==> config.mk <==
export PLATFORM = sky130hd
export DESIGN_NAME = ewfm_front
export DESIGN_NICKNAME = d
export VERILOG_FILES = /design/src/hdl/ewfm_pkg.sv /design/src/hdl/ewfm_front.sv
export SDC_FILE = /design/constraint.sdc
export NUM_CORES = 1
export LEC_CHECK = 0
export ABC_AREA = 0
export BUFFER_PORTS_ARGS = -buffer_cell sky130_fd_sc_hd__buf_4
export CAP_MARGIN = 20
export CORE_MARGIN = 2
export CORE_UTILIZATION = 45
export CTS_CLUSTER_SIZE = 12
export DETAILED_ROUTE_END_ITERATION = 10
export PLACE_DENSITY_LB_ADDON = 0.05
export SLEW_MARGIN = 20
export SYNTH_ARGS = -nofsm -noshare
export SYNTH_HDL_FRONTEND = slang
export SYNTH_SLANG_ARGS = --single-unit
export TNS_END_PERCENT = 5
==> constraint.sdc <==
create_clock -name clk_i -period 4.1 [get_ports clk_i]
set_input_delay 0 -clock clk_i [delete_from_list [all_inputs] [get_ports clk_i]]
set_output_delay 0 -clock clk_i [all_outputs]
set_load 0.02 [all_outputs]
==> src/hdl/ewfm_pkg.sv <==
// Package for the exposure weighted frame mean unit: widths, reset values,
// register indexes, state encodings and the control struct. No dependencies.
`default_nettype none

package ewfm_pkg;

  localparam int unsigned MAX_PIXELS_DEF = 262144;
  localparam int unsigned MAX_GROUP_DEF  = 64;

  localparam int unsigned DATA_W     = 24;  // signal, exposure, mean
  localparam int unsigned PROD_W     = 48;  // signal times exposure
  localparam int unsigned PSUM_W     = 56;  // product accumulator
  localparam int unsigned ETOT_W     = 32;  // exposure accumulator
  localparam int unsigned ACC_W      = PSUM_W + ETOT_W + 1;
  localparam int unsigned FPG_W      = 7;
  localparam int unsigned PPF_W      = 19;
  localparam int unsigned CFG_IDX_W  = 2;
  localparam int unsigned CFG_DATA_W = 24;
  localparam int unsigned QUEUE_DEPTH = 4;
  localparam int unsigned QUOT_W     = 24;  // quotient bits kept by the divider
  localparam int unsigned NUM_W      = PSUM_W + 2;
  localparam int unsigned DEN_W      = ETOT_W + 1;

  localparam logic [FPG_W-1:0]  FPG_RESET     = 7'd1;
  localparam logic [PPF_W-1:0]  PPF_RESET     = 19'd262144;
  localparam logic [DATA_W-1:0] INVALID_RESET = 24'hD8F100;  // -9999.0 in Q.8

  localparam logic [DATA_W-1:0] MEAN_MAX = 24'h7FFFFF;
  localparam logic [DATA_W-1:0] MEAN_MIN = 24'h800000;

  typedef enum logic [CFG_IDX_W-1:0] {
    REG_FRAMES_PER_GROUP = 2'd0,
    REG_PIXELS_PER_FRAME = 2'd1,
    REG_INVALID_CODE     = 2'd2
  } cfg_reg_e;

  // Classification of one accepted pixel pair.
  typedef struct packed {
    logic pair_ok;      // neither value equals the invalid code
    logic first_frame;  // first frame of a group: accumulators start afresh
    logic last_frame;   // last frame of a group: the pixel yields a result
    logic last_pix;     // last pixel of its frame
  } ctl_t;

  localparam int unsigned CTL_W = $bits(ctl_t);

  typedef enum logic [1:0] {
    BK_IDLE,
    BK_ACC,
    BK_DIV,
    BK_OUT
  } back_state_e;

  typedef enum logic [2:0] {
    DV_IDLE,
    DV_MAG,
    DV_SUM,
    DV_CHK,
    DV_RUN,
    DV_DONE
  } div_state_e;

endpackage

`default_nettype wire

==> src/hdl/ewfm_front.sv <==
// Front end: configuration registers, pixel and frame counters, and the
// classification of each accepted pair. Depends on ewfm_pkg.
`default_nettype none

module ewfm_front import ewfm_pkg::*; #(
  parameter int unsigned MAX_PIXELS = MAX_PIXELS_DEF,
  parameter int unsigned MAX_GROUP  = MAX_GROUP_DEF,
  localparam int unsigned PXW = (MAX_PIXELS > 1) ? $clog2(MAX_PIXELS) : 1
) (
  input  wire logic                  clk_i,
  input  wire logic                  rst_ni,
  input  wire logic                  cfg_valid_i,
  output logic                       cfg_ready_o,
  input  wire logic [CFG_IDX_W-1:0]  cfg_index_i,
  input  wire logic [CFG_DATA_W-1:0] cfg_data_i,
  input  wire logic                  in_valid_i,
  output logic                       in_ready_o,
  input  wire logic [DATA_W-1:0]     signal_i,
  input  wire logic [DATA_W-1:0]     exposure_i,
  input  wire logic                  q_full_i,
  output logic                       push_o,
  output ctl_t                       ctl_o,
  output logic      [PXW-1:0]        idx_o
);

  localparam int unsigned FGW = (MAX_GROUP > 1) ? $clog2(MAX_GROUP) : 1;
  localparam int unsigned PLW = ($clog2(MAX_PIXELS + 1) > PPF_W) ?
                                $clog2(MAX_PIXELS + 1) : PPF_W;
  localparam int unsigned GLW = ($clog2(MAX_GROUP + 1) > FPG_W) ?
                                $clog2(MAX_GROUP + 1) : FPG_W;

  logic [FPG_W-1:0]  fpg_q;
  logic [PPF_W-1:0]  ppf_q;
  logic [DATA_W-1:0] inv_q;
  logic [PXW-1:0]    pix_q;
  logic [FGW-1:0]    frm_q;

  logic [PLW-1:0] ppf_ext, ppf_eff;
  logic [GLW-1:0] fpg_ext, fpg_eff;
  logic           last_pix, last_frame;

  assign cfg_ready_o = 1'b1;
  assign in_ready_o  = !q_full_i;
  assign push_o      = in_valid_i && !q_full_i;

  // Out of range sizes are clamped to one and to the largest supported value.
  always_comb begin
    ppf_ext = PLW'(ppf_q);
    fpg_ext = GLW'(fpg_q);
    if (ppf_ext == '0) begin
      ppf_eff = PLW'(1);
    end else if (ppf_ext > PLW'(MAX_PIXELS)) begin
      ppf_eff = PLW'(MAX_PIXELS);
    end else begin
      ppf_eff = ppf_ext;
    end
    if (fpg_ext == '0) begin
      fpg_eff = GLW'(1);
    end else if (fpg_ext > GLW'(MAX_GROUP)) begin
      fpg_eff = GLW'(MAX_GROUP);
    end else begin
      fpg_eff = fpg_ext;
    end
  end

  assign last_pix   = (PLW'(pix_q) + PLW'(1)) >= ppf_eff;
  assign last_frame = (GLW'(frm_q) + GLW'(1)) >= fpg_eff;

  always_comb begin
    ctl_o.pair_ok     = (signal_i != inv_q) && (exposure_i != inv_q);
    ctl_o.first_frame = (frm_q == '0);
    ctl_o.last_frame  = last_frame;
    ctl_o.last_pix    = last_pix;
  end

  assign idx_o = pix_q;

  always_ff @(posedge clk_i or negedge rst_ni) begin
    if (!rst_ni) begin
      fpg_q <= FPG_RESET;
      ppf_q <= PPF_RESET;
      inv_q <= INVALID_RESET;
    end else if (cfg_valid_i) begin
      unique case (cfg_reg_e'(cfg_index_i))
        REG_FRAMES_PER_GROUP: fpg_q <= cfg_data_i[FPG_W-1:0];
        REG_PIXELS_PER_FRAME: ppf_q <= cfg_data_i[PPF_W-1:0];
        REG_INVALID_CODE:     inv_q <= cfg_data_i[DATA_W-1:0];
        default: ;
      endcase
    end
  end

  always_ff @(posedge clk_i or negedge rst_ni) begin
    if (!rst_ni) begin
      pix_q <= '0;
      frm_q <= '0;
    end else if (push_o) begin
      if (last_pix) begin
        pix_q <= '0;
        frm_q <= last_frame ? '0 : frm_q + FGW'(1);
      end else begin
        pix_q <= pix_q + PXW'(1);
      end
    end
  end

endmodule

`default_nettype wire

==> impl_metrics.sql, run 1 <==
INSERT INTO impl_metrics (metric_group, metric, value, unit) VALUES
('detailed_routing', 'drtIter0Drc', '135', ''),
('timing', 'max_slew.worst_pin.slew', '0.9796', 'ns'),
('clocking', 'cts.htree.levels', '3', ''),
('die', 'area_enclosed_by_the_die_boundary', '11280', 'um^2'),
('die', 'rows', '37', ''),
('timing', 'finalClockSkew', '0.01030', 'ns'),
('setup_path', 'arrival', '4.02', 'ns'),
('cells_and_area', 'fillCellCount', '933', ''),
('clocking', 'clock-sinks', '74', ''),
('clocking', 'clock_tree.root_cell', 'sky130_fd_sc_hd__clkbuf_8', ''),
('die', 'die_h', '106.2', 'um'),
('detailed_routing', 'vias', '3721', ''),
('global_routing', 'overflow', '0', ''),
('clocking', 'cts_buffers', '9', ''),
('cells_and_area', 'drive_gt1_share', '33.73', '%'),
('setup_path', 'timing.setup.critical_path_class', 'reg -> reg', ''),
('logic_synthesis', 'post_synth_inst_count', '450', ''),
('job', 'cap_viol_max_count', '0', ''),
('clocking', 'cts_tree', 'yes', ''),
('setup_path', 'setup.reg_to_reg.worst_slack', '0.36', 'ns'),
('cells_and_area', 'ff_latch_area', '1866', 'um^2'),
('die', 'placeableCoreArea', '10230', 'um^2'),
('cells_and_area', 'insertedDiodeCount', '0', ''),
('timing', 'slew-limit-headroom', '34.49', '%'),
('clocking', 'cts_max_path_buffers', '2', ''),
('cells_and_area', 'multi_input_area', '2705', 'um^2'),
('global_routing', 'overall_routing_resource_usage', '20.75', '%'),
('clocking', 'post-cts-setup-buffer-count', '0', ''),
('global_routing', 'antenna_violations_before_repair', '0', ''),
('logic_synthesis', 'postSynthNetCount', '558', ''),
('power_and_ir_drop', 'cell_area_power_density', '398.6', 'nW/um^2'),
('timing', 'setup_violations', '0', ''),
('logic_synthesis', 'post_synth_num_cell_types', '49', ''),
('die', 'die_x', '106.2', 'um'),
('global_routing', 'number_of_global_route_vias_before_repair', '3730', ''),
('detailed_routing', 'routed_wirelength', '11370', 'um'),
('placed_design', 'dpl_worst_slack', '0.4069', 'ns'),
('setup_path', 'startpoint_type', 'register', ''),
('detailed_routing', 'routedWlPerCell', '15.86', 'um'),
('logic_synthesis', 'synth_seq_cells', '74', ''),
('logic_synthesis', 'synth_warnings', '0', ''),
('timing', 'fin_crit', '3.736', 'ns'),
('placed_design', 'dpl.hpwl', '8662', 'um'),
('global_routing', 'grt_pass1_wl', '18420', 'um'),
('clocking', 'postCtsResizedCells', '0', ''),
('logic_synthesis', 'syn-mean-instance-area', '10.45', 'um^2'),
('detailed_routing', 'ant_nets', '0', ''),
('timing', 'report.final.hold_viol_count', '0', ''),
('clocking', 'clock_insertion_delay_worst_skew', '0.35', 'ns'),
('setup_path', 'cp_data_required_time', '4.39', 'ns'),
('detailed_routing', 'drc', '0', ''),
('setup_path', 'setup.worst_path.end_class', 'register', ''),
('cells_and_area', 'nNetsFinal', '684', ''),
('placed_design', 'portBuffers', '102', ''),
('logic_synthesis', 'yosysSeqAreaShare', '39.68', '%'),
('clocking', 'hold_buffers', '25', ''),
('detailed_routing', 'drt-pass1-iter-count', '4', ''),
('die', 'ios', '104', ''),
('outcome', 'outcome', 'finished clean', ''),
('cells_and_area', 'layout-area-overhead-vs-synth', '28.05', '%'),
('timing', 'fmax', '0.2676', 'GHz'),
('logic_synthesis', 'syn_area', '4702', 'um^2'),
('power_and_ir_drop', 'vdd_drop_max', '0.0002689', 'V'),
('clocking', 'cts.clk_slew.worst_paths', '0.08', 'ns'),
('timing', 'slew_violations', '0', ''),
('timing', 'worst_case_setup_margin_in_the_final_layout', '0.3638', 'ns'),
('global_routing', 'largest_net_degree_at_the_start_of_global_routing', '75', ''),
('power_and_ir_drop', 'power.static_leakage', '2.782', 'nW'),
('timing', 'finalSetupTns', '0', 'ns'),
('min_path', 'class_of_the_tightest_hold_or_removal_check', 'in -> reg', ''),
('detailed_routing', 'viasPerCell', '5.190', ''),
('timing', 'fin_crit_sh', '91.13', '%'),
('placed_design', 'globalplace.congestion', '0.8769', ''),
('die', 'initial_utilization', '45.96', '%'),
('setup_path', 'maximum_fanout_along_the_worst_path', '18', ''),
('timing', 'rsz0062_at_grt', 'no', '');
layout by cell type (no fill, tap or decap), types with 2 or more instances in the layout:
cell                            instances
sky130_fd_sc_hd__buf_4                104
sky130_fd_sc_hd__dfrtp_1               63
sky130_fd_sc_hd__mux2_2                50
sky130_fd_sc_hd__nand2_1               47
sky130_fd_sc_hd__xnor2_1               35
sky130_fd_sc_hd__xor2_1                33
sky130_fd_sc_hd__ha_1                  29
sky130_fd_sc_hd__dlygate4sd3_1         25
sky130_fd_sc_hd__o21ai_0               24
sky130_fd_sc_hd__nor2_1                21
sky130_fd_sc_hd__nor4_1                15
sky130_fd_sc_hd__a22o_1                14
sky130_fd_sc_hd__dfstp_2               11
sky130_fd_sc_hd__inv_1                 10
sky130_fd_sc_hd__nand4_1                9
sky130_fd_sc_hd__a21oi_1                9
sky130_fd_sc_hd__clkbuf_8               9
sky130_fd_sc_hd__nand3_1                8
sky130_fd_sc_hd__and3_1                 8
sky130_fd_sc_hd__nor3_1                 7
sky130_fd_sc_hd__nand2b_1               5
sky130_fd_sc_hd__nor2b_1                4
sky130_fd_sc_hd__nand3_2                3
sky130_fd_sc_hd__inv_6                  3
sky130_fd_sc_hd__nor2_2                 2
sky130_fd_sc_hd__and2_1                 2
sky130_fd_sc_hd__nand3b_1               2
sky130_fd_sc_hd__mux2i_1                2
sky130_fd_sc_hd__nor3b_2                2
sky130_fd_sc_hd__o2bb2ai_1              2
registers in the layout (all words and copies together), names as in the netlist:
signal   cells
inv_q       24
ppf_ext     19
idx_o       18
fpg_ext      7
frm_q        6
final cells by class:
type | instances | area share [%]
clock buffers | 9 | 2.057
clock inverters | 7 | 1.392
inverters | 11 | 0.6858
multi-input cells | 351 | 44.93
flip-flops and latches | 74 | 30.99
well taps | 136 | 2.826
repair buffers | 129 | 17.12
cell families after synthesis:
| logic type | Yosys count | share of synthesized area, % |
|---|---|---|
| XOR/XNOR | 68 | 12.67 |
| AND/OR/NAND/NOR | 145 | 17.03 |
| adder cells (fa/ha/maj) | 29 | 7.717 |
| multiplexers | 52 | 12.40 |
| AO/OA/AOI/OAI | 56 | 7.637 |
| buffers and inverters | 25 | 2.794 |
| flip-flops | 74 | 39.68 |
| other | 1 | 0.07975 |
path summary, 6_finish.rpt:
kind	from	to	cells after the start
worst max-delay path	idx_o[0]	idx_o[0]	13
worst min-delay path	cfg_index_i[1]	fpg_ext[6]	4
worst max register to register	idx_o[0]	idx_o[0]	13
worst min register to register	ppf_ext[5]	ppf_ext[5]	1
max in group asynchronous	rst_ni	frm_q[1]	2
min in group asynchronous	rst_ni	idx_o[12]	2
report_power, final:
group / leakage, nW / internal (mW) / switching, mW / total [mW]
registers: 0.892 / 0.872 / 0.155 / 1.03
logic: 1.79 / 0.396 / 0.376 / 0.772
clock network: 0.103 / 0.293 / 0.308 / 0.601
cells in the mapped netlist (all sizes together):
master,number,area share [%]
xnor2,35,6.5
a21o,1,0.16
a22oi,1,0.16
o211ai,2,0.43
nand3,11,1.5
inv,10,0.80
dfstp,11,6.1
xor2,33,6.1
and2,2,0.27
or4,1,0.16
clkbuf,5,0.40
nor3,9,1.3
mux2,50,12
mux2i,2,0.43
nor2b,4,0.53
a211oi,1,0.16
a31oi,1,0.13
and4,1,0.19
clkinv,1,0.080
a22o,14,2.6
nand3b,2,0.32
conb,1,0.080
nor2,23,1.9
nand2b,5,0.67
ha,29,7.7
a21oi,9,0.96
nor3b,3,0.69
buf,9,1.5
nand2,48,3.9
and3,9,1.2
dfrtp,63,34
nor4,16,2.4
nand4,11,1.9
o21ai,25,2.7
o2bb2ai,2,0.37
stage by stage:
stage / util [%] / area, um^2 / hold slack, ns / instances / power, mW
finish: 58.85 / 6021 / 0.01853 / 717 / 2.400
global route: 58.85 / 6021 / 0.01416 / 717 / 2.575
CTS: 58.85 / 6021 / 0.008218 / 717 / 2.432
detailed placement: 54.37 / 5563 / 0.2047 / 676 / 1.798
global placement: 54.37 / 5563 / 0.2086 / 676 / 1.772
floorplan: - / 4702 / -0.2956 / 450 / 1.533
routing by layer:
layer  track usage, %  part of all wire [%]
met3            3.066                   2.1
met1            28.21                    46
met5                0                     0
met4            5.921                   1.0
met2            34.48                    51
critical path, stage by stage, from the launching register on:
cell and delay, ns:
sky130_fd_sc_hd__dfrtp_1 0.45, sky130_fd_sc_hd__ha_1 0.27, sky130_fd_sc_hd__nand3_2 0.17, sky130_fd_sc_hd__nor3_2 0.26, sky130_fd_sc_hd__nand2_1 0.17, sky130_fd_sc_hd__nor2_2 0.21, sky130_fd_sc_hd__xor2_1 0.18, sky130_fd_sc_hd__ha_1 0.27
sky130_fd_sc_hd__a21oi_1 0.13, sky130_fd_sc_hd__nor2_1 0.06, sky130_fd_sc_hd__a211oi_1 0.36, sky130_fd_sc_hd__nand4_4 0.34, sky130_fd_sc_hd__nor2_2 0.55, sky130_fd_sc_hd__mux2_2 0.25
Note: power is estimated with default switching activity, not from simulation.
==> run 2: changes to the inputs <==
--- a/config.mk
+++ b/config.mk
@@ -6,10 +6,12 @@
 export NUM_CORES = 1
 export LEC_CHECK = 0
 export ABC_AREA = 0
+export ABC_CLOCK_PERIOD_IN_PS = 4100
 export BUFFER_PORTS_ARGS = -buffer_cell sky130_fd_sc_hd__buf_4
 export CAP_MARGIN = 20
 export CORE_MARGIN = 2
 export CORE_UTILIZATION = 45
+export CTS_BUF_LIST = sky130_fd_sc_hd__clkbuf_2
 export CTS_CLUSTER_SIZE = 12
 export DETAILED_ROUTE_END_ITERATION = 10
 export PLACE_DENSITY_LB_ADDON = 0.05
==> run 2 against run 1 <==
Effect of this change:
- worst hold slack gained 0.074 ns
- clock skew grew 0.014 ns
- setup slack lost 0.038 ns
- wire length shrank 0.28%
- register-to-register slack lost 0.04 ns
- critical path depth is the same
- fmax shrank 1.0%
- cell area shrank 0.98%
- largest cell class unchanged
==> impl_metrics.sql, run 2 (synthesis gave the netlist of run 1 again) <==
INSERT INTO impl_metrics (metric_group, metric, value, unit) VALUES
('die', 'ios', '104', ''),
('setup_path', 'maximum_fanout_along_the_worst_path', '18', ''),
('global_routing', 'number_of_global_route_vias_before_repair', '3754', ''),
('detailed_routing', 'viasPerCell', '5.197', ''),
('global_routing', 'largest_net_degree_at_the_start_of_global_routing', '75', ''),
('die', 'die_x', '106.2', 'um'),
('setup_path', 'critPathSlowestCell', 'sky130_fd_sc_hd__nor2_2', ''),
('timing', 'slew-limit-headroom', '33.81', '%'),
('setup_path', 'startpoint_type', 'register', ''),
('detailed_routing', 'met2_length', '5802', 'um'),
('cells_and_area', 'insertedDiodeCount', '0', ''),
('detailed_routing', 'vias', '3737', ''),
('power_and_ir_drop', 'design_power_total', '2.251', 'mW'),
('timing', 'fin_crit_sh', '92.05', '%'),
('global_routing', 'grt_pass1_wl', '18310', 'um'),
('die', 'placeableCoreArea', '10230', 'um^2'),
('detailed_routing', 'routed_wirelength', '11340', 'um'),
('cells_and_area', 'largest_register_ffs', '24', ''),
('detailed_routing', 'drt-pass1-iter-count', '4', ''),
('timing', 'finalClockSkew', '0.02393', 'ns'),
('cells_and_area', 'final_common_cell', 'sky130_fd_sc_hd__buf_4', ''),
('die', 'area_enclosed_by_the_die_boundary', '11280', 'um^2'),
('clocking', 'clock_tree.root_cell', 'sky130_fd_sc_hd__clkbuf_2', ''),
('setup_path', 'arrival', '4.25', 'ns'),
('job', 'cap_viol_max_count', '0', ''),
('timing', 'setup_violations', '0', ''),
('timing', 'fmax', '0.2650', 'GHz'),
('setup_path', 'timing.setup.critical_path_class', 'reg -> reg', ''),
('power_and_ir_drop', 'power.static_leakage', '2.765', 'nW'),
('outcome', 'outcome', 'finished clean', ''),
('min_path', 'hold_path.startpoint', 'in_valid_i', ''),
('cells_and_area', 'multi_input_area', '2705', 'um^2'),
('cells_and_area', 'fin_area', '5962', 'um^2'),
('cells_and_area', 'drive_gt1_share', '33.62', '%'),
('detailed_routing', 'drtIter0Drc', '155', ''),
('cells_and_area', 'largest-register', 'inv_q', ''),
('detailed_routing', 'met3_wirelength', '285', 'um'),
('timing', 'fin_crit', '3.774', 'ns'),
('setup_path', 'worstSetupStartpoint', 'idx_o[0]', ''),
('clocking', 'cts_max_path_buffers', '2', ''),
('clocking', 'clock_insertion_delay_worst_skew', '0.53', 'ns'),
('clocking', 'cts.clk_slew.worst_paths', '0.23', 'ns'),
('setup_path', 'reg2reg_from', 'idx_o[0]', ''),
('die', 'initial_utilization', '45.96', '%'),
('cells_and_area', 'layout-area-overhead-vs-synth', '26.80', '%'),
('global_routing', 'overall_routing_resource_usage', '20.59', '%'),
('detailed_routing', 'ant_nets', '0', ''),
('cells_and_area', 'ff_latch_area', '1866', 'um^2'),
('global_routing', 'antenna_violations_before_repair', '0', ''),
('setup_path', 'timing.critical_path.cells', 'ha_1 > nand3_2 > nor3_2 > nand2_1 > nor2_2 > xor2_1 > ha_1 > a21oi_1 > nor2_1 > a211oi_1 > nand4_4 > nor2_2 > mux2_2', ''),
('setup_path', 'worst_path_largest_cell_delay', '0.56', 'ns'),
('clocking', 'cts_tree', 'yes', ''),
('power_and_ir_drop', 'cell_area_power_density', '377.5', 'nW/um^2'),
('timing', 'rsz0062_at_grt', 'no', ''),
('detailed_routing', 'drt-met1-wl', '5164', 'um'),
('timing', 'report.final.hold_viol_count', '0', ''),
('clocking', 'cts_buffers', '9', ''),
('clocking', 'clock-sinks', '74', ''),
('die', 'die_h', '106.2', 'um'),
('die', 'rows', '37', ''),
('power_and_ir_drop', 'vdd_drop_max', '0.0002394', 'V'),
('setup_path', 'setup.worst_path.end_class', 'register', ''),
('detailed_routing', 'drc', '0', ''),
('placed_design', 'globalplace.congestion', '0.8769', ''),
('placed_design', 'dpl.hpwl', '8662', 'um'),
('global_routing', 'overflow', '0', ''),
('timing', 'slew_violations', '0', ''),
('placed_design', 'portBuffers', '102', ''),
('cells_and_area', 'most-common-layout-cells', '104 x sky130_fd_sc_hd__buf_4, 63 x sky130_fd_sc_hd__dfrtp_1, 50 x sky130_fd_sc_hd__mux2_2', ''),
('cells_and_area', 'nNetsFinal', '686', ''),
('detailed_routing', 'routedWlPerCell', '15.77', 'um'),
('detailed_routing', 'highest-signal-layer', 'met4', ''),
('clocking', 'cts.htree.levels', '3', ''),
('cells_and_area', 'fillCellCount', '949', ''),
('timing', 'max_slew.worst_pin.slew', '0.9898', 'ns'),
('placed_design', 'dpl_cell_area', '5563', 'um^2'),
('timing', 'finalSetupTns', '0', 'ns'),
('setup_path', 'cp_data_required_time', '4.58', 'ns'),
('min_path', 'class_of_the_tightest_hold_or_removal_check', 'in -> reg', '');
[run 2: changes by cell type in the layout (fill, tap and decap cells not counted), sizes merged]
cell,before,now
dlygate4sd3,25,27
[run 2: timing repair]
item,4_1_cts,5_1_grt
hold buffers,27,0
buffers inserted,0,0
hold endpoints to repair,113,0
setup endpoints to repair,0,0
gates resized for setup,0,0
[run 2: critical path: cells and delay by family, from the launching register on]
family | cells | cell delay (ns)
mux | 1 | 0.25
simple gates | 7 | 1.78
fa+ha+maj | 2 | 0.54
compound gates | 2 | 0.49
flops | 1 | 0.50
xor+xnor | 1 | 0.17
[run 2: cell type report]
class,instances,area share (%)
Clock inverter,7,1.406
Clock buffer,9,0.7555
Inverter,11,0.6925
Timing Repair Buffer,131,17.63
Tap cell,136,2.854
Multi-Input combinational cell,351,45.37
Sequential cell,74,31.29
[run 2: final timing paths]
kind | slack [ns] | cells past startpoint | to
setup / recovery | 0.33 | 13 | idx_o[0]
setup reg to reg | 0.33 | 13 | idx_o[0]
max in group asynchronous | 3.36 | 2 | frm_q[1]
hold / removal | 0.09 | 4 | idx_o[8]
min in group asynchronous | 0.11 | 2 | idx_o[12]
hold reg to reg | 0.56 | 1 | ppf_ext[4]
[run 2: metal layers]
metal	GRT usage, %	vias up
met4	4.511	0
li1	-	1846
met2	34.62	52
met3	3.801	10
met1	27.70	1829
met5	0	-
[run 2: per-stage QoR]
step / hold slack [ns] / std cells / util (%) / worst slack [ns]
6_report: 0.09276 / 719 / 58.27 / 0.3258
5_1_grt: 0.06173 / 719 / 58.27 / 0.02772
4_1_cts: 0.04970 / 719 / 58.27 / 0.3506
3_5_place_dp: 0.2047 / 676 / 54.37 / 0.4069
3_3_place_gp: 0.2086 / 676 / 54.37 / 0.3849
2_1_floorplan: -0.2956 / 450 / - / 1.050
[run 2: power breakdown]
group / leakage, nW / total [mW] / internal [mW] / switching, mW
clock: 0.0754 / 0.451 / 0.153 / 0.298
sequential: 0.892 / 1.03 / 0.872 / 0.155
combinational: 1.80 / 0.773 / 0.397 / 0.376
total: 2.77 / 2.25 / 1.42 / 0.829
