$ cat src/hdl/ewfm_pkg.sv
// Package for the exposure weighted frame mean unit: widths, reset values,
// register indexes, state encodings and the control struct. No dependencies.
`default_nettype none

package ewfm_pkg;

  localparam int unsigned MAX_PIXELS_DEF = 262144;
  localparam int unsigned MAX_GROUP_DEF  = 64;

  localparam int unsigned DATA_W     = 24;  // signal, exposure, mean
  localparam int unsigned PROD_W     = 48;  // signal times exposure
  localparam int unsigned PSUM_W     = 56;  // product accumulator
  localparam int unsigned ETOT_W     = 32;  // exposure accumulator
  localparam int unsigned ACC_W      = PSUM_W + ETOT_W + 1;
  localparam int unsigned FPG_W      = 7;
  localparam int unsigned PPF_W      = 19;
  localparam int unsigned CFG_IDX_W  = 2;
  localparam int unsigned CFG_DATA_W = 24;
  localparam int unsigned QUEUE_DEPTH = 4;
  localparam int unsigned QUOT_W     = 24;  // quotient bits kept by the divider
  localparam int unsigned NUM_W      = PSUM_W + 2;
  localparam int unsigned DEN_W      = ETOT_W + 1;

  localparam logic [FPG_W-1:0]  FPG_RESET     = 7'd1;
  localparam logic [PPF_W-1:0]  PPF_RESET     = 19'd262144;
  localparam logic [DATA_W-1:0] INVALID_RESET = 24'hD8F100;  // -9999.0 in Q.8

  localparam logic [DATA_W-1:0] MEAN_MAX = 24'h7FFFFF;
  localparam logic [DATA_W-1:0] MEAN_MIN = 24'h800000;

  typedef enum logic [CFG_IDX_W-1:0] {
    REG_FRAMES_PER_GROUP = 2'd0,
    REG_PIXELS_PER_FRAME = 2'd1,
    REG_INVALID_CODE     = 2'd2
  } cfg_reg_e;

  // Classification of one accepted pixel pair.
  typedef struct packed {
    logic pair_ok;      // neither value equals the invalid code
    logic first_frame;  // first frame of a group: accumulators start afresh
    logic last_frame;   // last frame of a group: the pixel yields a result
    logic last_pix;     // last pixel of its frame
  } ctl_t;

  localparam int unsigned CTL_W = $bits(ctl_t);

  typedef enum logic [1:0] {
    BK_IDLE,
    BK_ACC,
    BK_DIV,
    BK_OUT
  } back_state_e;

  typedef enum logic [2:0] {
    DV_IDLE,
    DV_MAG,
    DV_SUM,
    DV_CHK,
    DV_RUN,
    DV_DONE
  } div_state_e;

endpackage

`default_nettype wire

$ cat src/hdl/ewfm_queue.sv
// Short queue between the front end and the back end.
// Depends on ewfm_pkg for its default depth.
`default_nettype none

module ewfm_queue import ewfm_pkg::*; #(
  parameter int unsigned DW    = 8,
  parameter int unsigned DEPTH = QUEUE_DEPTH,
  localparam int unsigned AW = (DEPTH > 1) ? $clog2(DEPTH) : 1
) (
  input  wire logic          clk_i,
  input  wire logic          rst_ni,
  input  wire logic          push_i,
  input  wire logic [DW-1:0] wdata_i,
  output logic               full_o,
  input  wire logic          pop_i,
  output logic      [DW-1:0] rdata_o,
  output logic               empty_o
);

  logic [DW-1:0] slot_q [DEPTH];
  logic [AW-1:0] wr_ptr_q, rd_ptr_q;
  logic [AW:0]   count_q;

  assign full_o  = (count_q == (AW + 1)'(DEPTH));
  assign empty_o = (count_q == '0);
  assign rdata_o = slot_q[rd_ptr_q];

  always_ff @(posedge clk_i) begin
    if (push_i) begin
      slot_q[wr_ptr_q] <= wdata_i;
    end
  end

  always_ff @(posedge clk_i or negedge rst_ni) begin
    if (!rst_ni) begin
      wr_ptr_q <= '0;
      rd_ptr_q <= '0;
      count_q  <= '0;
    end else begin
      if (push_i) begin
        wr_ptr_q <= (wr_ptr_q == AW'(DEPTH - 1)) ? '0 : wr_ptr_q + AW'(1);
      end
      if (pop_i) begin
        rd_ptr_q <= (rd_ptr_q == AW'(DEPTH - 1)) ? '0 : rd_ptr_q + AW'(1);
      end
      if (push_i && !pop_i) begin
        count_q <= count_q + (AW + 1)'(1);
      end else if (pop_i && !push_i) begin
        count_q <= count_q - (AW + 1)'(1);
      end
    end
  end

  a_no_overflow : assert property (@(posedge clk_i) disable iff (!rst_ni)
    full_o && !pop_i |=> full_o || $past(push_i) == 1'b0)
    else $error("queue lost its full state while nothing was popped");

  a_no_underflow : assert property (@(posedge clk_i) disable iff (!rst_ni)
    pop_i |-> !empty_o)
    else $error("queue popped while empty");

endmodule

`default_nettype wire

$ cat config.mk
export PLATFORM = sky130hd
export DESIGN_NAME = ewfm_queue
export DESIGN_NICKNAME = d
export VERILOG_FILES = /design/src/hdl/ewfm_pkg.sv /design/src/hdl/ewfm_queue.sv
export SDC_FILE = /design/constraint.sdc
export NUM_CORES = 1
export LEC_CHECK = 0
export ABC_AREA = 1
export BUFFER_PORTS_ARGS = -buffer_cell sky130_fd_sc_hd__buf_2
export CAP_MARGIN = 20
export CORE_ASPECT_RATIO = 1.1
export CORE_MARGIN = 1
export CORE_UTILIZATION = 60
export DETAILED_ROUTE_END_ITERATION = 6
export HOLD_SLACK_MARGIN = 0.03
export MAX_ROUTING_LAYER = met4
export PLACE_DENSITY = 0.83
export SYNTH_ARGS = -nofsm -noshare
export SYNTH_HDL_FRONTEND = slang
export SYNTH_SLANG_ARGS = --single-unit
$ cat constraint.sdc
create_clock -name clk_i -period 1.8 [get_ports clk_i]
set_input_delay 0.36 -clock clk_i [delete_from_list [all_inputs] [get_ports clk_i]]
set_output_delay 0.36 -clock clk_i [all_outputs]
set_load 0.05 [all_outputs]
==> results of run 1 <==
## area by class of cell
cell class / instances / area, µm²
fillers: 176 / 599.3
well taps: 31 / 38.79
inverters: 29 / 111.4
clock inverters: 3 / 43.79
repair buffers: 25 / 188.9
multi-input cells: 72 / 434.2
flip-flops and latches: 39 / 1137
clock buffers: 5 / 37.54
## critical path: stages, from the launching register on
cell	delay [ns]
dfrtp_1	0.39
inv_2	0.06
buf_12	0.14
o211ai_1	0.22
nand2_1	0.11
buf_6	0.16
## layer usage
metal	routed length, µm	global-route usage	vias to the layer above
li1	-	-	539
met1	1112	0.2556	506
met2	1459	0.3291	22
met3	108	0.07874	5
met4	38	0.09774	0
met5	0	-	-
## path summary, 6_finish.rpt
check / cells after the start / to / slack (ns)
min reg2reg: 1 / wr_ptr_q[0]$_DFFE_PN0P_ / 0.54
max: 5 / rdata_o[0] / 0.001
min: 1 / slot_q[0][5]$_DFFE_PP_ / 0.22
max reg2reg: 4 / slot_q[0][3]$_DFFE_PP_ / 0.42
max in group asynchronous: 2 / count_q[2]$_DFFE_PN0P_ / 1.28
min in group asynchronous: 2 / wr_ptr_q[0]$_DFFE_PN0P_ / 0.35
## cell families (layout without fill, tap and decap cells)
kind of cell	after synthesis	in the layout
AND/OR/NAND/NOR	43	43
flip-flops	39	39
buffers and inverters	33	62
AO/OA/AOI/OAI	21	21
adder cells (fa/ha/maj)	7	7
XOR/XNOR	1	1
## layout by cell type (no fill, tap or decap)
| master | synthesis | layout |
|---|---|---|
| a21oi_1 | 1 | 1 |
| o211ai_1 | 16 | 16 |
| buf_2 | 0 | 13 |
| nand3_1 | 1 | 1 |
| nor2_1 | 1 | 1 |
| dfrtp_2 | 0 | 1 |
| nand2_2 | 0 | 3 |
| bufinv_16 | 0 | 1 |
| buf_4 | 1 | 5 |
| clkinv_4 | 0 | 1 |
| fa_1 | 1 | 1 |
| o21ai_0 | 4 | 4 |
| buf_12 | 0 | 1 |
| ha_1 | 6 | 6 |
| nor3_2 | 0 | 2 |
| edfxtp_1 | 32 | 32 |
| dfrtp_1 | 7 | 6 |
| nand2_1 | 38 | 35 |
| buf_6 | 3 | 5 |
| inv_1 | 27 | 27 |
| xnor2_1 | 1 | 1 |
| clkbuf_4 | 0 | 5 |
| clkinv_2 | 0 | 1 |
| inv_4 | 0 | 1 |
| inv_2 | 2 | 1 |
| dlygate4sd3_1 | 0 | 1 |
| nand4_1 | 1 | 1 |
## metrics by stage
stage               setup TNS, ns  instance area, µm²
floorplan                       0                1713
global placement                0                1831
detailed placement              0                1831
CTS                             0                1964
global route              -0.6243                1992
finish                          0                1992
## what timing repair did
item,in CTS,in global routing
buffers inserted,1,0
hold endpoints to repair,7,0
pin swaps,0,0
resized for setup,13,8
endpoints found under the setup margin,8,8
hold buffers,1,0
## flip-flops by register name (all words and copies together) (netlist names)
register and cells:
wr_ptr_q 2, rd_ptr_q 2, count_q 3, slot_q 32
## power by group
group	leakage [nW]	total [mW]	internal (mW)	switching [mW]
logic	0.479	1.55	0.516	1.04
clock network	0.0452	0.572	0.292	0.280
registers	0.377	1.35	1.20	0.152
total	0.901	3.48	2.01	1.47
## synthesized netlist by cell type (all sizes together)
library cell	number	area [µm²]
edfxtp	32	960.9
nand4	1	6.260
nand2	38	142.6
nand3	1	5.000
xnor2	1	8.760
a21oi	1	5.000
inv	29	108.9
nor3	2	10.01
buf	4	41.29
ha	6	75.07
o21ai	4	20.02
dfrtp	7	175.2
nor2	1	3.750
o211ai	16	120.1
fa	1	20.02
==> results list, run 1 <==
* Setup repair after global routing missed its margin: yes
- The repair_antennas step left the layout with diodes totalling 0.
* Root buffer cell: clkbuf_4
- By area, the combinational part of the netlist is dominated by simple AND/OR/NAND/NOR gates.
- Counting I/O delays and the setup requirement, the final critical path takes 1.799 ns.
- For this design the ratio of total power to cell area is 1746 mW/mm².
* Number of global-route vias before repair: 993
* Maximum level of the CTS H-tree: 2
- Synthesized-area fraction occupied by and/or/nand/nor cells: 0.09846
- Routed Antenna Nets: 0
- The run finished with clean final reports.
- The startpoint identified for the worst register-to-register timing path is wr_ptr_q[0]$_DFFE_PN0P_.
- Worst Tran Pin Value: 0.4027 ns
- The synthesized netlist contains 17 unique library cells.
* Setup WS pre-CTS: 0.2296 ns
- Largest fanout on the critical path: 17
- # setup viols final: 0
- Final worst clock skew: 0.01313 ns
- Number of placed instances, taps included: 194
* Maximum clock insertion buffer count: 2
- Register area share after synthesis: 0.6672
- Critical path required time: 1.44 ns
- Share of layout cells above drive strength 1: 0.2312
- Die Width: 52.80 µm
- Measured on the finished design, the core utilization comes to 0.7687.
- Entering global routing, the biggest net connects 18 pins.
- Share of synthesized area spent on multiplexers: 0
- Avg Vias per Cell: 5.255
* Adder-cell share of the synthesized area: 0.05584
- Overall die area: 0.003056 mm²
- The design draws 3.477 mW.
- The first detailed-routing pass ran for 4 iterations.
- Number of rows in the core area: 19
* Post-route DRC violation count: 0
- Violation count after the first detailed-routing iteration: 22
- Dividing the detail-routed wire length by the instance count gives 13.33 µm.
- The mapped netlist covers 0.001703 mm².
- Peak VDD IR: 0.001231 V
- Synth warn: 0
- Leaving out filler cells and counting taps, the final layout contains 204.
- Synthesized netlist net count: 163
- The net count of the finished layout is 191.
- Period utilisation layout: 0.9992
- The average instance in the mapped netlist occupies 11.83 µm².
* Clock tree sinks: 39
- In this run, synthesis produced a sequential element count of 39.
* Nature of the critical path startpoint: flop
- TritonCTS clock tree: built
- After floorplanning, the core was sized to cover 0.002591 mm².
- CP Launch Point: rd_ptr_q[0]$_DFFE_PN0P_
- Measured along the y axis, the die boundary spans 57.88 µm.
- Synth Instances: 144
* Starting density of the core: 0.6572
- Critical Path End Type: output port
- Detailed placement finished with a half-perimeter wire length of 1793 µm.
* Final GP Congestion: 0.7914
* Parity-gate share of the synthesized area counting xor and xnor cells: 0.005143
- Static timing analysis puts the maximum clock frequency at 0.5560 GHz.
- The worst pin sits at a relative slew slack of 0.7312.
* Critical setup path kind: reg -> out
- Summed over all layers, the routed wires come to 2719 µm.
- Hold Slack: 0.2192 ns
- Clock buffers created by TritonCTS: 5
* Compound-Gate Fraction of Synth Area: 0.08523
* Leakage: 0.9007 nW
- The routed layout has 1072 vias.
- Leftover overflow at the end of global routing: 0
- Clock transition time at the flip-flop clock pins of the worst setup and hold paths: 0.12 ns
- Final worst slack: 0.001445 ns
- Arr. time, crit path: 1.44 ns
- The number of slew-limit violations in the final report is 0.
* Number of antenna violations at the first check in global routing: 0
* Number of max-cap violations: 0
* Global-route usage over all layers: 0.2161
* Layout Area Growth over Synthesis: 16.97%
* Port-buffer cells: 21
- For the worst-skew pair, the clock arrives at the later sink with an insertion delay of 0.35 ns.
- Global-route wire length before repair: 4347 µm
* Classification of the worst-slack hold path: in -> reg
- Startpoint of the worst hold path: wdata_i[5]
- For this design the top-level I/O count stands at 22.
- The number of hold-slack violations in the final timing report was 0.
Note: power is estimated with default switching activity, not from simulation.
==> run 2, diff against run 1 <==
--- a/config.mk
+++ b/config.mk
@@ -8,9 +8,11 @@
 export ABC_AREA = 1
 export BUFFER_PORTS_ARGS = -buffer_cell sky130_fd_sc_hd__buf_2
 export CAP_MARGIN = 20
+export CELL_PAD_IN_SITES_DETAIL_PLACEMENT = 1
+export CELL_PAD_IN_SITES_GLOBAL_PLACEMENT = 1
 export CORE_ASPECT_RATIO = 1.1
 export CORE_MARGIN = 1
-export CORE_UTILIZATION = 60
+export CORE_UTILIZATION = 48
 export DETAILED_ROUTE_END_ITERATION = 6
 export HOLD_SLACK_MARGIN = 0.03
 export MAX_ROUTING_LAYER = met4
==> run 2 against run 1 <==
The run now ends with setup timing left. Sequential share of layout area down 1.5 points. Highest routed layer unchanged. Flip-flop and latch count did not move. Worst hold slack gained 0.012 ns. Combinational power is 12% higher. Sequential power hardly changed. Routed wire length is 27% higher.
==> results list, run 2 (synthesis gave the netlist of run 1 again) <==
- Most frequent cells in the layout: 35 x nand2_1, 32 x edfxtp_1, 27 x inv_1, 16 x o211ai_1, 13 x buf_2
- Data arrives at the worst endpoint at 1.48 ns.
* Leakage: 0.9116 nW
- Dividing the detail-routed wire length by the instance count gives 15.54 µm.
- Entering global routing, the biggest net connects 18 pins.
- Share of layout cells above drive strength 1: 0.2184
- Fraction of power consumed by sequential logic: 0.387
- Global-route usage over all layers: 0.2164
- Classification of the worst-slack hold path: in -> reg
- Critical setup path kind: reg -> out
- Most Used Layer, Global Route: met2
* Global routing met2 resource utilization: 0.3295
* Number of nets in the layout: 192
- # setup viols final: 1
- Compared with the post-synthesis result, the final layout area differs by 20.06%.
- In this run the clock root is driven by a clkbuf_4.
- NetSw: 1.531 mW
- The number of global-route vias before repair came to 1192.
- Counting stages on the worst path, the most repeated cell is nand2_1.
- At the later pin of the worst-skew pair, clock insertion delay measures 0.34 ns.
- The share of total power dissipated in combinational logic is 0.494.
- For this run, design rule violations remaining after detail routing come to 0.
- Power spread over the standard cell area amounts to 1713 mW/mm².
- Setup repair after global routing could not meet its margin everywhere.
- From bottom edge to top edge, the die measures 64.47 µm.
- Final worst clock skew: 0.009066 ns
* Maximum level of the CTS H-tree: 2
* Core area: 0.003358 mm²
* First drt pass iteration count: 4
- Avg Vias per Cell: 5.027
- Of the available clock period, the critical path in the final layout requires 1.022.
- Met1 usage in global routing: 0.2633
- Leftover overflow at the end of global routing: 0
- More flip-flops sit in one register than any other, and that register is slot_q.
- Number of placed instances, taps included: 210
- Peak VDD IR: 0.0007291 V
- For this design, the sink count on the clock tree is 39.
- Headroom to the max-slew limit: 0.7345
- Nature of the critical path startpoint: flop
- From left edge to right edge, the die measures 58.79 µm.
- Clock network power share: 0.119
- Pins over their slew limit: 0
- Number of rows in the core area: 22
* Number of max-cap violations: 0
- Clock-pin slew was measured on the worst setup and hold paths at 0.11 ns.
* Final GP Congestion: 0.8082
- Detailed placement ended at an HPWL of 2329 µm.
- Worst Tran Pin Value: 0.3978 ns
- Fill cells: 360
- The first routing iteration left 28 violations.
- Most common library cell in the layout ignoring fill and taps: nand2_1
- Run status: finished, violations left
- TritonCTS clock tree: built
- Diode count: 0
- STA classifies the critical path endpoint as an output port.
- Number of flip-flops under the largest register name: 32
- Met3 Resource Use GR: 0.06387
- Routed Antenna Nets: 0
- Net Sw Frac: 0.4372
- Cell-internal power: 1.971 mW
- The first global-routing pass estimated 5616 µm of wire.
* Port-buffer cells: 21
- Counting along the longest clock path gives a buffer depth of 2.
- Cell chain of the critical path: inv_4, clkbuf_16, nand2_1, o211ai_1, nand2_1, buf_6
* Largest fanout on the critical path: 8
- Starting density of the core: 0.5071
- The largest registers in the layout are slot_q (32), count_q (3).
- TritonCTS created 5 clock buffers.
- The design draws 3.502 mW.
* Total wirelength of the detailed-routed design: 3450 µm
- Slowest-stage cell, CP: dfrtp_1
* Boundary pin count: 22
* Via count: 1116
- Final worst slack: -0.03960 ns
- Number of hold-slack violations in the final timing report: 0
- Critical path required time: 1.44 ns
- The checks that failed: setup timing.
* Final std cells w/o fill: 222
- Overall die area: 0.003790 mm²
* Fmax achieved: 0.5436 GHz
- In this design, the stage delay of the slowest critical-path cell is 0.42 ns.
- The initial antenna violation count came to 0.
- After layout, the minimum clock period comes to 1.840 ns.
[run 2: final cells by class]
class	instances	area (µm²)	share of cell area
Inverter	29	113.9	0.05569
Tap cell	48	60.06	0.02938
Timing Repair Buffer	26	245.2	0.1200
Clock buffer	6	41.29	0.02020
Multi-Input combinational cell	72	439.2	0.2148
Sequential cell	39	1137	0.5563
Clock inverter	2	7.507	0.003672
[run 2: metal layers]
metal	vias to the layer above	part of all wire
met5	-	0
met4	0	0.011
li1	543	-
met2	22	0.53
met1	547	0.43
met3	4	0.031
[run 2: final timing paths]
path / startpoint / end / slack, ns / cells after the start
setup / recovery: rd_ptr_q[0]$_DFFE_PN0P_ / rdata_o[3] / -0.04 / 6
hold / removal: wdata_i[4] / slot_q[2][4]$_DFFE_PP_ / 0.23 / 1
setup reg to reg: wr_ptr_q[1]$_DFFE_PN0P_ / slot_q[0][7]$_DFFE_PP_ / 0.42 / 4
hold reg to reg: wr_ptr_q[0]$_DFFE_PN0P_ / wr_ptr_q[0]$_DFFE_PN0P_ / 0.54 / 1
max in group asynchronous: rst_ni / rd_ptr_q[1]$_DFFE_PN0P_ / 1.25 / 2
min in group asynchronous: rst_ni / count_q[2]$_DFFE_PN0P_ / 0.38 / 2
[run 2: repair_timing]
item / in CTS / in global routing
hold buffers: 1 / 0
gates resized for setup: 16 / 8
hold endpoints to repair: 7 / 0
setup endpoints to repair: 8 / 8
gates cloned: 1 / 1
buffers inserted: 1 / 0
pin swaps: 2 / 4
[run 2: power by group through the flow]
stage	Combinational (mW)	Sequential [mW]	Clock, mW
2_1_floorplan	1.14	1.31	0
3_3_place_gp	1.35	1.35	0
3_5_place_dp	1.41	1.37	0
4_1_cts	1.65	1.35	0.426
5_1_grt	1.87	1.38	0.466
6_report	1.73	1.36	0.416
[run 2: critical path: cells and delay by family, from the launching register on]
kind	cells	cell delay, ns
buffers and inverters	3	0.45
AO/OA/AOI/OAI	1	0.10
flip-flops	1	0.42
AND/OR/NAND/NOR	2	0.17
[run 2: through the flow]
stage	util	hold slack [ns]	setup WS, ns	instance area (µm²)	setup TNS, ns
2_1_floorplan	-	0.06441	0.3366	1713	0
3_3_place_gp	0.5529	0.2028	0.2805	1857	0
3_5_place_dp	0.5529	0.2088	0.1840	1857	0
4_1_cts	0.5939	0.2201	-0.006423	1994	-0.01390
5_1_grt	0.6088	0.2090	-0.1321	2044	-0.5801
6_report	0.6088	0.2313	-0.03960	2044	-0.03960
==> run 3, diff against run 2 <==
--- a/config.mk
+++ b/config.mk
@@ -10,7 +10,7 @@
 export CAP_MARGIN = 20
 export CELL_PAD_IN_SITES_DETAIL_PLACEMENT = 1
 export CELL_PAD_IN_SITES_GLOBAL_PLACEMENT = 1
-export CORE_ASPECT_RATIO = 1.1
+export CORE_ASPECT_RATIO = 0.7
 export CORE_MARGIN = 1
 export CORE_UTILIZATION = 48
 export DETAILED_ROUTE_END_ITERATION = 6
==> run 3 against run 2 <==
Global-route usage rose by 0.56 points. Sequential share of layout area barely moved. Sequential power barely moved. Clock skew fell by 0.00056 ns. Clock power rose by 69%. Critical endpoint is now rdata_o[4]. The flow now finishes without violations.
==> results list, run 3 (synthesis gave the netlist of run 1 again) <==
- Fmax achieved: 0.5770 GHz
- Share of layout cells above drive strength 1: 0.2159
- The die is 73.19 µm wide.
- Number of placed instances, taps included: 211
- Boundary pin count: 22
- After the last flow step, the layout net total stands at 194.
- Number of flip-flops under the largest register name: 32
* Global-route usage over all layers: 0.2220
- Post-layout minimum cycle time: 1.733 ns
* Nature of the critical path startpoint: flop
- Relative to the synthesized area, the layout overhead comes to 19.99%.
* Final instance area: 0.002043 mm²
* Critical path required time: 1.44 ns
- Most flops, register: slot_q
* Final worst clock skew: 0.008502 ns
* Largest net degree at the start of global routing: 22
* Critical Path End Type: output port
- Leftover overflow at the end of global routing: 0
- In the final layout, the registers with the most flip-flops are slot_q (32), count_q (3).
* Number of global-route vias before repair: 1110
- The floorplan step set the die height to 51.84 µm.
* Detailed placer's ending HPWL: 2366 µm
- Cell Area, Placed: 0.001858 mm²
- The initialized floorplan defines 17 standard-cell rows.
* TritonCTS clock tree: built
- Routed Antenna Nets: 0
* Final GP Congestion: 0.7941
* Clock tree sinks: 39
- The run finished with clean final reports.
- Setup repair after global routing missed its margin: no
* First drt pass iteration count: 4
- Leakage: 0.9191 nW
- Via count: 1101
- Clock transition time at the flip-flop clock pins of the worst setup and hold paths: 0.07 ns
* Most common library cell in the layout ignoring fill and taps: nand2_1
- For this configuration, the core starts out at a cell density of 0.5233.
- Setup violations remaining at the end of the flow were counted as 0.
- Number of antenna violations at the first check in global routing: 0
- Routed length per instance: 15.45 µm
- At the pin with the least slew margin, the transition time is 0.4171 ns.
- For this run, the share of the core covered by cells in the final layout is 0.6278.
- Final std cells w/o fill: 223
- Headroom to the max-slew limit: 0.7216
* Classification of the worst-slack hold path: in -> reg
- Sum of negative setup slack: 0 ns
* Number of hold-slack violations in the final timing report: 0
- Violation count after the first detailed-routing iteration: 26
- Port buffering added 21 buffers.
- Maximum level of the CTS H-tree: 2
- Most frequent cells in the layout: 38 x nand2_1, 32 x edfxtp_1, 27 x inv_1, 16 x o211ai_1, 15 x buf_2
* Post-route DRC violation count: 0
- In this run, CTS created clock tree buffers numbering 5.
* Root buffer cell: clkbuf_8
* Maximum clock insertion buffer count: 2
- Global-route wire length before repair: 5388 µm
- In the routed layout, each cell is associated on average with a via count of 4.937.
- Peak VDD IR: 0.0009445 V
- Power consumption: 3.680 mW
- Overall die area: 0.003794 mm²
- Dividing the final minimum period by the clock period gives 0.9629.
* Pins over their slew limit: 0
- Power density cells: 1801 mW/mm²
- Largest fanout on the critical path: 21
* Latest clock arrival within the worst-skew pair: 0.29 ns
* Critical setup path kind: reg -> out
- The core region is 0.003254 mm².
* Total wirelength of the detailed-routed design: 3445 µm
- Diode count: 0
- Data arrives at the worst endpoint at 1.37 ns.
- Number of max-cap violations: 0
==> run 3: cell count changes in the layout (fill, tap and decap cells not counted), moves of 2 or more <==
cell      change
buf_4         +6
nand2_1       +3
clkbuf_4      -5
buf_6         -4
clkinv_1      -2
buf_2         +2
clkbuf_8      +5
nand2_2       -2
==> run 3: metrics by stage <==
| stage | hold WS [ns] | worst slack [ns] |
|---|---|---|
| 4_1_cts | 0.2688 | 0.01015 |
| 5_1_grt | 0.2638 | 0.002747 |
| 3_3_place_gp | 0.2048 | 0.2921 |
| 6_report | 0.2791 | 0.06686 |
| 3_5_place_dp | 0.2036 | 0.1643 |
| 2_1_floorplan | 0.06441 | 0.3366 |
==> run 3: report_power, final <==
| part | switching [mW] | leakage, nW | total (mW) | internal, mW |
|---|---|---|---|---|
| registers | 0.144 | 0.377 | 1.35 | 1.20 |
| clock network | 0.289 | 0.0524 | 0.703 | 0.414 |
| logic | 1.10 | 0.490 | 1.63 | 0.529 |
| total | 1.53 | 0.919 | 3.68 | 2.15 |
==> run 3: repair_timing <==
action | in CTS | in global routing
hold buffers | 1 | 0
endpoints found under the setup margin | 7 | 8
gates resized for setup | 4 | 16
hold endpoints to repair | 7 | 0
buffers inserted | 0 | 3
==> run 3: worst paths after layout <==
path	startpoint	endpoint	slack, ns	depth (start not counted)
hold / removal	wdata_i[4]	slot_q[2][4]$_DFFE_PP_	0.28	1
min in group asynchronous	rst_ni	wr_ptr_q[1]$_DFFE_PN0P_	0.42	2
max in group asynchronous	rst_ni	rd_ptr_q[1]$_DFFE_PN0P_	1.20	2
setup reg to reg	wr_ptr_q[0]$_DFFE_PN0P_	slot_q[2][3]$_DFFE_PP_	0.37	4
setup / recovery	rd_ptr_q[0]$_DFFE_PN0P_	rdata_o[4]	0.07	6
hold reg to reg	wr_ptr_q[0]$_DFFE_PN0P_	wr_ptr_q[0]$_DFFE_PN0P_	0.55	1
==> run 3: per-layer routing <==
layer / part of all wire / vias to the layer above / global-route usage
met3: 0.032 / 9 / 0.09302
met1: 0.46 / 532 / 0.2601
li1: - / 543 / -
met4: 0.023 / 0 / 0.09150
met2: 0.49 / 17 / 0.3410
met5: 0 / - / -
==> run 3: final cells by class <==
class	count	area [µm²]
Timing Repair Buffer	28	202.7
Fill cell	362	1211
Inverter	29	111.4
Multi-Input combinational cell	72	426.7
Tap cell	47	58.81
Clock buffer	7	76.32
Clock inverter	1	30.03
Sequential cell	39	1137
==> run 3: worst max-delay path, cell delays in order, from the launching register on <==
cell,delay [ns]
dfrtp_1,0.39
inv_2,0.09
buf_12,0.15
nand2_1,0.06
o211ai_1,0.09
nand2_1,0.12
buf_6,0.17
